File: src/cbve_pkg.sv
package cbve_pkg;

  // Field widths of the input and result words.
  localparam int IdxW    = 10;
  localparam int CountW  = 11;
  localparam int CoordW  = 16;
  localparam int EdgeW   = 16;
  localparam int SizeW   = 16;
  localparam int OutW    = 24;
  localparam int OutFracW = 4;

  // Curve parameter t is unsigned Q1.16, so t = 1.0 is exact.
  localparam int FracW = 16;
  localparam int TW    = FracW + 1;
  // Weight operands u, 3t, 3u and t share one width.
  localparam int WW    = TW + 2;
  // Weight times control point, signed.
  localparam int ProdW = WW + 1 + CoordW;
  // Half sums u*a + 3t*b and 3u*c + t*d, signed.
  localparam int HalfW = 35;
  // The half sums are split at this bit before the wide multiply.
  localparam int LoW   = 18;
  // u^2 and t^2, unsigned, at most 2^32.
  localparam int SqW   = 2 * FracW + 1;
  // The full Bernstein sum is exact in 64 bits.
  localparam int SumW  = 64;
  // Position in Q.18 after the floor shift of 44 bits.
  localparam int PosW  = CoordW + OutFracW;

  // Placement into the box: position times size, rounded to Q.4.
  localparam int PlaceW     = PosW + SizeW + 1;
  localparam int PlaceShift = 14;
  localparam int ShW        = PlaceW - PlaceShift;
  localparam logic signed [PlaceW-1:0] RoundHalf = PlaceW'(1 << (PlaceShift - 1));

  localparam int NumAxes  = 2;
  localparam int NumTerms = 4;
  localparam int AxisX    = 0;
  localparam int AxisY    = 1;
  localparam int BernLat  = 6;

  localparam int NumRegs = 8;
  localparam int RegIdxW = 3;

  typedef enum logic [RegIdxW-1:0] {
    REG_P1_X,
    REG_P1_Y,
    REG_P2_X,
    REG_P2_Y,
    REG_P3_X,
    REG_P3_Y,
    REG_P4_X,
    REG_P4_Y
  } reg_idx_t;

  localparam logic [CoordW-1:0] CfgReset [NumRegs] = '{
    16'h0000, 16'h0000, 16'h4000, 16'h0000,
    16'h0000, 16'h4000, 16'h4000, 16'h4000
  };

  typedef struct packed {
    logic [IdxW-1:0]          vertex_index;
    logic [CountW-1:0]        segment_count;
    logic signed [EdgeW-1:0]  box_left;
    logic signed [EdgeW-1:0]  box_top;
    logic [SizeW-1:0]         box_width;
    logic [SizeW-1:0]         box_height;
  } in_t;

  typedef struct packed {
    logic signed [OutW-1:0] vertex_x;
    logic signed [OutW-1:0] vertex_y;
  } out_t;

  typedef struct packed {
    logic signed [EdgeW-1:0] left;
    logic signed [EdgeW-1:0] top;
    logic [SizeW-1:0]        width;
    logic [SizeW-1:0]        height;
  } box_t;

  // Control points indexed by axis, then by point.
  typedef logic [NumAxes-1:0][NumTerms-1:0][CoordW-1:0] ctrl_pts_t;

  // Curve position per axis, signed Q.18.
  typedef logic [NumAxes-1:0][PosW-1:0] pos_pair_t;

endpackage

File: src/cbve_div.sv
module cbve_div (
  input  logic                           clk,
  input  logic                           rst,
  input  logic                           in_valid,
  input  logic [cbve_pkg::CountW-1:0]    in_rem,
  input  logic [cbve_pkg::CountW-1:0]    in_div,
  input  cbve_pkg::box_t                 in_box,
  output logic                           out_valid,
  output logic [cbve_pkg::TW-1:0]        out_t,
  output cbve_pkg::box_t                 out_box
);

  localparam int TW   = cbve_pkg::TW;
  localparam int RemW = cbve_pkg::CountW;
  localparam logic [TW-1:0] TOne = {1'b1, {cbve_pkg::FracW{1'b0}}};

  // Index 0 is the incoming word; stage k settles quotient bit TW-k.
  logic                 st_v   [TW+1];
  logic [RemW-1:0]      st_r   [TW+1];
  logic [RemW-1:0]      st_d   [TW+1];
  logic [TW-1:0]        st_q   [TW+1];
  cbve_pkg::box_t       st_box [TW+1];
  logic [RemW:0]        trial  [TW+1];
  logic [RemW:0]        diff   [TW+1];
  logic                 ge     [TW+1];

  assign st_v[0]   = in_valid;
  assign st_r[0]   = in_rem;
  assign st_d[0]   = in_div;
  assign st_q[0]   = '0;
  assign st_box[0] = in_box;

  // The first step compares the index itself (it may equal the divisor);
  // every later step doubles a remainder that is below the divisor.
  always_comb begin
    trial[0] = '0;
    diff[0]  = '0;
    ge[0]    = 1'b0;
    for (int k = 1; k <= TW; k++) begin
      if (k == 1) begin
        trial[k] = {1'b0, st_r[k-1]};
      end else begin
        trial[k] = {st_r[k-1], 1'b0};
      end
      diff[k] = trial[k] - {1'b0, st_d[k-1]};
      ge[k]   = trial[k] >= {1'b0, st_d[k-1]};
    end
  end

  for (genvar k = 1; k <= TW; k++) begin : g_stage
    always_ff @(posedge clk) begin
      if (rst) begin
        st_v[k] <= 1'b0;
      end else begin
        st_v[k] <= st_v[k-1];
      end
      st_r[k]   <= ge[k] ? diff[k][RemW-1:0] : trial[k][RemW-1:0];
      st_d[k]   <= st_d[k-1];
      st_q[k]   <= {st_q[k-1][TW-2:0], ge[k]};
      st_box[k] <= st_box[k-1];
    end
  end

  assign out_valid = st_v[TW];
  assign out_t     = st_q[TW];
  assign out_box   = st_box[TW];

  a_t_range: assert property (@(posedge clk) disable iff (rst)
    out_valid |-> out_t <= TOne)
    else $error("curve parameter above one");

endmodule

File: config.mk
export PLATFORM = sky130hd
export DESIGN_NAME = cbve_div
export DESIGN_NICKNAME = d
export VERILOG_FILES = /design/src/cbve_pkg.sv /design/src/cbve_div.sv
export SDC_FILE = /design/constraint.sdc
export NUM_CORES = 1
export LEC_CHECK = 0
export ABC_AREA = 1
export BUFFER_PORTS_ARGS = -buffer_cell sky130_fd_sc_hd__buf_2
export CAP_MARGIN = 10
export CORE_ASPECT_RATIO = 0.9
export CORE_MARGIN = 3
export CORE_UTILIZATION = 40
export DETAILED_ROUTE_END_ITERATION = 8
export PLACE_DENSITY_LB_ADDON = 0.1
export SETUP_SLACK_MARGIN = 0.05
export SLEW_MARGIN = 40
export SYNTH_ARGS = -nofsm -noshare
export SYNTH_HDL_FRONTEND = slang
export SYNTH_SLANG_ARGS = --single-unit
File: constraint.sdc
create_clock -name clk -period 2.5 [get_ports clk]
set_input_delay 0.25 -clock clk [delete_from_list [all_inputs] [get_ports clk]]
set_output_delay 0.25 -clock clk [all_outputs]
set_load 0.005 [all_outputs]
==> results by group, run 1 <==
Yosys
  • Largest area contributor in the netlist: dfxtp_1
  • Sequential share of the synthesized area: 69.4%
  • Syn nets: 4676
  • Flip-flop and latch count after synthesis: 1610
  • Ranking of synthesized cells by area: dfxtp_1, nand2_1, ha_1
  • Synth unique cells: 28
  • Syn Std Cell Area: 46500 µm²
  • Post-synth top area share: 69.4%
  • Yosys warning count: 0
  • Syn_area_per_cell: 10.6 µm²
  • Post-Syn Instances: 4385

Global route
  • Initial antenna violation count: 0
  • GRT overflow: 0
  • Vias in the first global route: 25800
  • Largest net degree at the start of global routing: 18
  • GR Util All Layers: 13.2%
  • First-pass GRT wire length: 128000 µm

Critical path
  • Critical path peak fanout: 11
  • Worst Setup Start Kind: register
  • Worst setup EP type: register
  • Critical Path RT: 3160 ps
  • Worst Path Arrival: 2830 ps
  • Crit Path Category: register to register

Clock tree
  • H-tree levels: 4
  • Root buf cell: clkbuf_16
  • Worst-Skew Late Latency: 760 ps
  • CTS tree: done
  • CTS max path bufs: 3
  • CTS Sinks: 1610
  • Worst-path clk slew: 60 ps
  • Cts bufs inserted: 155

STA
  • Fmax: 461 MHz
  • Slew Limit Headroom: 60.6%
  • RSZ-0062 raised after global routing: no
  • Crit share post-route: 86.7%
  • Final min period: 2170 ps
  • Fin worst setup slack: 332 ps
  • Final setup viols: 0
  • Final Skew: 47.7 ps
  • Fin. Hold Viols: 0
  • Worst Tran Pin Value: 589 ps
  • Final Slew Violations: 0
  • Setup TNS: 0 ps

Flow run
  • Max-cap violations: 0

Placed design
  • Dpl hpwl: 54900 µm
  • Gpl congestion: 0.838
  • Post-DP Area: 48400 µm²
  • # port buffers: 170
  • Place WS: 224 ps

Floorplan
  • I/O pin count: 171
  • Row cnt: 117
  • Die Ht: 329 µm
  • Die Area: 120000 µm²
  • Die width: 365 µm
  • Starting density of the core: 40.7%
  • Core box area: 114000 µm²

Drt
  • Final ANT Viol Nets: 0
  • Via density per instance: 4.23
  • Iter 0 DRT Violations: 1238
  • WL/cell: 12.4 µm
  • Remaining DRCs: 0
  • Drt total wl: 78000 µm
  • Vias: 26700
  • Pre-antenna DRT Iters: 8

Layout
  • Synth-to-layout area growth: 17.4%
  • Most common cell after layout, fill and taps aside: dfxtp_1
  • Most frequent cells in the layout: dfxtp_1, nand2_1, inv_1, nand3_1, ha_1
  • Layout Nets: 4993
  • # diodes: 0
  • Share of layout cells above drive strength 1: 11.1%
  • Final Instance Area: 54500 µm²

Outcome
  • Status: finished clean

Power
  • Leakage power: 26.2 nW
  • Peak supply drop: 0.672 mV
  • Pwr dens: 1280 nW/µm²

Min path
  • Worst hold path type: primary input to register
[path summary, 6_finish.rpt]
check,from,to,slack [ps],cells past startpoint
worst max-delay path,st_d[143],st_r[140],330,9
worst min-delay path,in_box[63],st_box[1087],110,2
worst max register to register,st_d[143],st_r[140],330,9
worst min register to register,st_q[140],st_q[124],280,0
[flip-flops by register name, indices dropped and copies added (netlist names)]
name / count
out_box: 64
out_t: 17
out_valid: 1
st_box: 1024
st_d: 176
st_q: 136
st_r: 176
st_v: 16
[worst max-delay path: stages, from the launching register on]
cell	delay [ps]
dfxtp_1	450
inv_1	190
fa_1	470
nand3_1	120
nand3_1	160
nand2_1	150
nand3_1	100
nand2_2	230
nand3_1	110
nand2_1	90
[where the power goes]
part | internal, mW | total [mW] | leakage (nW) | switching, mW
Sequential | 29.3 | 31.1 | 13.6 | 1.74
Clock | 13.3 | 22.9 | 2.55 | 9.69
Combinational | 5.95 | 15.6 | 10.1 | 9.64
Total | 48.6 | 69.6 | 26.2 | 21.1
[cell type report]
class	count	area [µm²]
Fill cell	10500	59700
Sequential cell	1610	32200
Multi-Input combinational cell	2102	11200
Clock buffer	212	4360
Inverter	542	2030
Timing Repair Buffer	291	1980
Tap cell	1487	1860
Clock inverter	66	865
[through the flow]
stage / utilization [%] / std cells / power, mW / hold slack, ps
3_3_place_gp: 42.4 / 5943 / 47.2 / 310
6_report: 47.8 / 6310 / 69.6 / 111
4_1_cts: 47.8 / 6310 / 70.8 / 15.4
5_1_grt: 47.8 / 6310 / 74.5 / 51.5
3_5_place_dp: 42.4 / 5943 / 47.2 / 312
2_1_floorplan: - / 4385 / 43.1 / 278
[Yosys cell counts]
cell / number
clkbuf_1: 2
inv_1: 541
nand2_1: 1051
nand3_2: 4
nand2_2: 3
buf_8: 1
xor2_1: 49
nor2_2: 31
dfxtp_1: 1610
nand2_4: 2
inv_2: 1
buf_4: 97
o21ai_0: 2
or2_2: 15
a21oi_1: 54
o211ai_1: 1
a211oi_1: 1
nand3b_1: 31
o21a_1: 1
a21o_1: 1
buf_6: 15
nor2_1: 149
buf_2: 16
a21oi_2: 30
nand4_1: 49
nand3_1: 426
fa_1: 16
ha_1: 186
[cells by family (layout without fill, tap and decap cells)]
logic type / Yosys count / after routing / share of synthesized area, %
flip-flops: 1610 / 1610 / 69.4
adder cells (fa/ha/maj): 202 / 202 / 5.70
AND/OR/NAND/NOR: 1761 / 1761 / 16.2
XOR/XNOR: 49 / 49 / 0.924
buffers and inverters: 673 / 1111 / 6.53
AO/OA/AOI/OAI: 90 / 90 / 1.23
[metal layers]
metal	vias up	wire (µm)	global-route usage, %
met1	11900	38500	17.7
li1	14200	-	-
met3	150	3820	3.25
met5	-	0	0
met2	481	33700	20.6
met4	0	2030	5.09
[repair_timing]
action / CTS / global route
buffers inserted: 0 / 0
gates resized for setup: 0 / 1
hold buffers: 89 / 0
setup endpoints to repair: 0 / 7
hold endpoints to repair: 103 / 0
(Power assumes the default switching activity.)
==> run 2, diff against run 1 <==
- clock period: 2.5 -> 1.95 ns (I/O delays scaled with it)
==> results by group, run 2 (synthesis gave the netlist of run 1 again) <==
Outcome
  • Status: finished clean

Critical path
  • Worst Path Buf+Inv: 1 (unchanged)
  • Critical path depth: 9 (unchanged)
  • Crit Path Category: register to register
  • RR Startpoint: st_d[177]
  • CP max-delay cell: fa_1
  • Worst setup EP type: register
  • Worst setup startpoint: st_d[177]
  • Worst setup endpoint: st_r[175]
  • Worst reg2reg endpoint: st_r[175]
  • Worst path cell trace: inv_1 > fa_1 > nand3_1 > nand3_1 > nand2_1 > nand3_1 > nand2_2 > nand3_1 > nand2_1
  • Cell mode on critical path: nand3_1
  • Worst Setup Start Kind: register
  • Top delay family on crit path: simple AND/OR/NAND/NOR gates
  • R2r worst-path depth: 9 (unchanged)
  • Critical Path RT: 2650 ps (-510 ps)
  • Worst Path Arrival: 2510 ps (-320 ps)
  • Worst stage delay on the critical path: 460 ps (about the same)
  • Flop2flop setup slack: 140 ps (-190 ps)
  • Critical path peak fanout: 11 (unchanged)

Drt
  • Final ANT Viol Nets: 0 (unchanged)
  • WL/cell: 12.4 µm (+0.17%)
  • Pre-antenna DRT Iters: 7 (-1)
  • Vias: 27000 (+1.1%)
  • Iter 0 DRT Violations: 1182 (-4.5%)
  • Drt total wl: 79700 µm (+2.1%)
  • Remaining DRCs: 0 (unchanged)
  • Via density per instance: 4.20 (-0.86%)

Clock tree
  • Worst-path clk slew: 60 ps (about the same)
  • H-tree levels: 4 (unchanged)
  • CTS tree: done
  • CTS max path bufs: 3 (unchanged)
  • CTS Sinks: 1610 (unchanged)
  • Cts bufs inserted: 156 (+0.65%)
  • Worst-Skew Late Latency: 760 ps (about the same)
  • Root buf cell: clkbuf_16

STA
  • Final Slew Violations: 0 (unchanged)
  • Final setup viols: 0 (unchanged)
  • Setup TNS: 0 ps (unchanged)
  • Final min period: 1810 ps (-356 ps)
  • Fmax: 552 MHz (+20%)
  • Fin. Hold Viols: 0 (unchanged)
  • Worst Tran Pin Value: 431 ps (-158 ps)
  • Crit share post-route: 92.9% (+6.2 points)
  • RSZ-0062 raised after global routing: yes
  • Slew Limit Headroom: 71.3% (+11 points)
  • Final Skew: 37.7 ps (-9.97 ps)

Layout
  • Most common cell after layout, fill and taps aside: dfxtp_1
  • Layout Nets: 5118 (+2.5%)
  • Max reg flops: 1024 (unchanged)
  • # diodes: 0 (unchanged)
  • Top reg by flops: st_box
  • Synth-to-layout area growth: 21.1%
  • Most frequent cells in the layout: dfxtp_1, nand2_1, inv_1, nand3_1, buf_2
  • Share of layout cells above drive strength 1: 14.3% (+3.2 points)
  • Regs by FF count: st_box (1024), st_d (176), st_r (176)
  • Non-filler cells, final: 6432 (+1.9%)
  • FILL cells: 10400 (-0.77%)

Global route
  • Vias in the first global route: 25900 (+0.29%)
  • GR Util All Layers: 13.5% (+0.32 points)
  • Largest net degree at the start of global routing: 18 (unchanged)
  • GRT overflow: 0 (unchanged)
  • First-pass GRT wire length: 130000 µm (+2.1%)
  • Initial antenna violation count: 0 (unchanged)

Placed design
  • # port buffers: 170 (unchanged)
  • Gpl congestion: 0.835 (-0.41%)
  • Inst Count DP: 6024 (+1.4%)
  • Dpl hpwl: 56300 µm (+2.6%)

Floorplan
  • Row cnt: 117 (unchanged)
  • Die Ht: 329 µm (unchanged)
  • Die width: 365 µm (unchanged)
  • Starting density of the core: 40.7% (unchanged)
  • Core box area: 114000 µm² (unchanged)
  • Die Area: 120000 µm² (unchanged)
  • I/O pin count: 171 (unchanged)

Flow run
  • Max-cap violations: 0 (unchanged)

Power
  • Pwr dens: 1640 nW/µm² (+28%)
  • Peak supply drop: 0.881 mV (+31%)
  • Leakage power: 27.0 nW (+2.9%)

Min path
  • Worst hold path type: primary input to register
## run 2: layout make-up
cell class	instances	area (µm²)	share of cell area, %
clock buffers	220	4520	8.02
clock inverters	56	887	1.58
inverters	542	2030	3.61
multi-input cells	2102	11600	20.7
flip-flops and latches	1610	32200	57.3
well taps	1487	1860	3.31
repair buffers	415	3110	5.53
## run 2: through the flow
| step | area (µm²) | util [%] | worst slack (ps) | total power, mW | hold WS, ps |
|---|---|---|---|---|---|
| after detailed placement | 49100 | 43.0 | 50.1 | 61.6 | 299 |
| after CTS | 55800 | 48.9 | 52.7 | 92.9 | 0.374 |
| after global routing | 56300 | 49.3 | 34.0 | 98.7 | 20.3 |
| after floorplan | 46500 | - | 365 | 55.3 | 223 |
| final | 56300 | 49.3 | 138 | 92.2 | 65.7 |
| after global placement | 49100 | 43.0 | 43.2 | 61.6 | 297 |
## run 2: routing by layer
metal,GRT usage (%),wire length [µm],up-vias
met5,0,0,-
li1,-,-,14400
met2,20.6,34200,457
met1,18.5,39600,12000
met3,3.26,3700,152
met4,5.53,2210,0
## run 2: what timing repair did
action | CTS | global route
resized for setup | 3 | 110
setup buffers | 0 | 1
endpoints found under the setup margin | 10 | 162
pin swaps | 0 | 2
gates cloned | 0 | 0
hold buffers | 131 | 0
hold endpoints to repair | 104 | 0
## run 2: power breakdown
group | internal (mW) | switching, mW | total (mW)
logic | 8.70 | 13.1 | 21.8
clock network | 18.2 | 12.3 | 30.5
registers | 37.6 | 2.24 | 39.9
## run 2: how the worst min path moves through the flow
stage / from / to / depth (start not counted)
after floorplan: in_box[0] / st_box[1024] / 0
after global placement: in_box[19] / st_box[1043] / 1
after detailed placement: in_box[19] / st_box[1043] / 1
after CTS: in_box[15] / st_box[1039] / 2
after global routing: in_box[36] / st_box[1060] / 2
final: in_box[36] / st_box[1060] / 2
==> run 3, diff against run 2 <==
- ABC_AREA: 1 -> unset
- BUFFER_PORTS_ARGS: -buffer_cell sky130_fd_sc_hd__buf_2 -> -buffer_cell sky130_fd_sc_hd__buf_4
==> results by group, run 3 <==
Outcome
  • Status: finished with violations
  • Failing checks: negative setup slack

Yosys
  • Mux contribution to synthesized area: 2.72% (+2.7 points)
  • Synth unique cells: 69 (+150%)
  • Syn_area_per_cell: 13.3 µm² (+26%)
  • Largest family of logic cells by synthesized area: compound AO/OA/AOI/OAI gates
  • Syn nets: 3601 (-23%)
  • Yosys warning count: 0 (unchanged)
  • Post-synth ARST share: 0% (unchanged)
  • Ranking of synthesized cells by area: dfxtp_1, ha_1, inv_1
  • Syn Std Cell Area: 44200 µm² (-4.9%)
  • Post-Syn Instances: 3310 (-25%)
  • EDFF count, synth: 0 (unchanged)
  • Most numerous cell in the Yosys netlist: dfxtp_1
  • Flip-flop and latch count after synthesis: 1610 (unchanged)
  • Compound-gate portion of the synthesized area: 7.76% (+6.5 points)
  • Main flop type after synthesis: dfxtp_1
  • Simple-gate area share of the yosys netlist: 5.53% (-11 points)
  • Synth Area in Adders: 5.99% (+0.29 points)
  • Largest area contributor in the netlist: dfxtp_1
  • Post-synth top area share: 72.9% (+3.6 points)
  • Synth Area in XOR/XNOR: 1.39% (+0.46 points)
  • Sequential share of the synthesized area: 72.9% (+3.6 points)
  • Synth top cells by count: dfxtp_1, inv_1, ha_1

Critical path
  • Crit Path Category: register to register
  • Worst stage delay on the critical path: 390 ps (-70 ps)
  • CP max-delay cell: fa_2
  • Worst Setup Start Kind: register
  • Worst Path Buf+Inv: 1 (unchanged)
  • Worst path cell trace: fa_2 > o211ai_1 > a211oi_2 > a211oi_2 > buf_4 > and4b_1 > a221o_1
  • Worst setup EP type: register
  • Critical path peak fanout: 3 (-8)
  • Top delay family on crit path: compound AO/OA/AOI/OAI gates
  • Cell mode on critical path: a211oi_2
  • Critical Path RT: 2570 ps (-80 ps)
  • Worst Path Arrival: 2760 ps (+250 ps)

Layout
  • # diodes: 0 (unchanged)
  • Top reg by flops: st_box
  • Regs by FF count: st_box (1024), st_d (176), st_r (176)
  • Synth-to-layout area growth: 35.5%
  • Share of layout cells above drive strength 1: 36.0% (+22 points)
  • Layout Nets: 4397 (-14%)
  • Most common cell after layout, fill and taps aside: dfxtp_1
  • Max reg flops: 1024 (unchanged)
  • Most frequent cells in the layout: dfxtp_1, buf_4, inv_1, clkbuf_16, dlygate4sd3_1

Power
  • Psw: 28.4 mW (+2.6%)
  • Power, Total: 101 mW (+9.5%)
  • Switch share: 28.1% (-1.9 points)
  • Pwr dens: 1690 nW/µm² (+2.9%)
  • Leakage power: 26.0 nW (-3.5%)
  • Part of the power in combinational logic: 30.3% (+6.7 points)
  • Reg power frac: 39.8% (-3.4 points)
  • Internal Power: 72.6 mW (+13%)
  • Clock share of power: 29.9% (-3.2 points)
  • Peak supply drop: 0.935 mV (+6.2%)

Drt
  • Drt total wl: 77900 µm (-2.2%)
  • Via density per instance: 4.42 (+5.3%)
  • Vias: 25100 (-7.0%)
  • WL/cell: 13.7 µm (+11%)
  • Iter 0 DRT Violations: 1074 (-9.1%)
  • Pre-antenna DRT Iters: 6 (-1)
  • Remaining DRCs: 0 (unchanged)
  • Final ANT Viol Nets: 0 (unchanged)

STA
  • Fin. Hold Viols: 0 (unchanged)
  • Final Skew: 28.0 ps (-9.78 ps)
  • Fmax: 467 MHz (-15%)
  • Slew Limit Headroom: 70.4% (-0.84 points)
  • Final Slew Violations: 0 (unchanged)
  • Final setup viols: 55 (+55)
  • Fin worst setup slack: -192 ps (-330 ps)
  • Crit share post-route: 110% (+17 points)
  • RSZ-0062 raised after global routing: yes
  • Worst Tran Pin Value: 432 ps (+1.37 ps)
  • Final min period: 2140 ps (+330 ps)

Floorplan
  • Die width: 356 µm (-2.4%)
  • I/O pin count: 171 (unchanged)
  • Die Area: 114000 µm² (-4.8%)
  • Die Ht: 321 µm (-2.4%)
  • Row cnt: 115 (-1.7%)
  • Core box area: 109000 µm² (-4.1%)
  • Starting density of the core: 40.4% (-0.34 points)

Clock tree
  • Cts bufs inserted: 154 (-1.3%)
  • Worst-path clk slew: 60 ps (about the same)
  • Root buf cell: clkbuf_16
  • H-tree levels: 4 (unchanged)
  • CTS tree: done
  • CTS Sinks: 1610 (unchanged)
  • CTS max path bufs: 3 (unchanged)
  • Worst-Skew Late Latency: 760 ps (about the same)

Min path
  • Worst hold path type: primary input to register

Placed design
  • Dpl hpwl: 51400 µm (-8.8%)
  • Gpl congestion: 0.885 (+6.0%)
  • Place WS: -287 ps (-337 ps)
  • # port buffers: 170 (unchanged)

Global route
  • Largest net degree at the start of global routing: 18 (unchanged)
  • Initial antenna violation count: 0 (unchanged)
  • Vias in the first global route: 25800 (-0.22%)
  • GRT overflow: 0 (unchanged)
  • GR Util All Layers: 13.4% (-0.11 points)
  • First-pass GRT wire length: 126000 µm (-3.6%)

Flow run
  • Max-cap violations: 0 (unchanged)
==> run 3: routing by layer <==
layer,up-vias,GRT usage (%),wire length (µm)
li1,12700,-,-
met1,11700,16.6,35300
met2,477,22.2,36900
met3,166,3.10,3250
met4,0,6.25,2490
met5,-,0,0
==> run 3: what timing repair did <==
item | CTS | global route
cloned | 8 | 0
pin swaps | 115 | 129
hold buffers | 109 | 0
endpoints found under the setup margin | 164 | 164
setup buffers | 52 | 32
resized for setup | 378 | 278
endpoints found under the hold margin | 104 | 0
==> run 3: logic make-up (layout without fill, tap and decap cells) <==
logic type | after synthesis | after routing
AO/OA/AOI/OAI | 510 | 516
flip-flops | 1610 | 1610
multiplexers | 107 | 107
AND/OR/NAND/NOR | 466 | 466
buffers and inverters | 345 | 1252
adder cells (fa/ha/maj) | 202 | 202
XOR/XNOR | 70 | 70
==> run 3: path summary, 6_finish.rpt <==
path / start / end / slack (ps) / cells after the start
worst max-delay path: st_r[99] / st_r[98] / -190 / 7
worst min-delay path: in_box[2] / st_box[1026] / 80 / 2
worst max register to register: st_r[99] / st_r[98] / -190 / 7
worst min register to register: st_q[172] / st_q[156] / 310 / 0
==> run 3: per-stage QoR <==
step | hold slack, ps | instance area (µm²) | utilization [%] | setup TNS [ps] | std cells
after detailed placement | 300 | 50000 | 45.6 | -22810 | 5220
after floorplan | 223 | 44800 | - | -145 | 3310
final | 81.0 | 59900 | 54.7 | -3180 | 5685
after global routing | 28.3 | 59900 | 54.7 | -8680 | 5685
after global placement | 299 | 50000 | 45.6 | -21000 | 5220
after CTS | 0.0412 | 58500 | 53.4 | -2850 | 5659
==> run 3: area by class of cell <==
| class | count | area [µm²] |
|---|---|---|
| Fill cell | 9010 | 49600 |
| Clock buffer | 204 | 4330 |
| Timing Repair Buffer | 740 | 6040 |
| Multi-Input combinational cell | 1361 | 13300 |
| Tap cell | 1462 | 1830 |
| Clock inverter | 69 | 1010 |
| Sequential cell | 1610 | 32400 |
| Inverter | 239 | 935 |
==> run 3: worst reg2reg max path: cells and delay by family (launching register included) <==
| family | cells | cell delay, ps |
|---|---|---|
| compound gates | 4 | 930 |
| fa+ha+maj | 1 | 390 |
| flops | 1 | 360 |
| simple gates | 1 | 180 |
| buf+inv | 1 | 170 |
==> run 3: power by group through the flow <==
stage | Clock [mW] | Sequential, mW | Combinational (mW)
floorplan | 0 | 39.4 | 15.4
global placement | 0 | 40.4 | 22.5
detailed placement | 0 | 40.4 | 23.0
CTS | 31.4 | 40.0 | 27.6
global route | 32.7 | 40.6 | 33.2
finish | 30.2 | 40.2 | 30.6
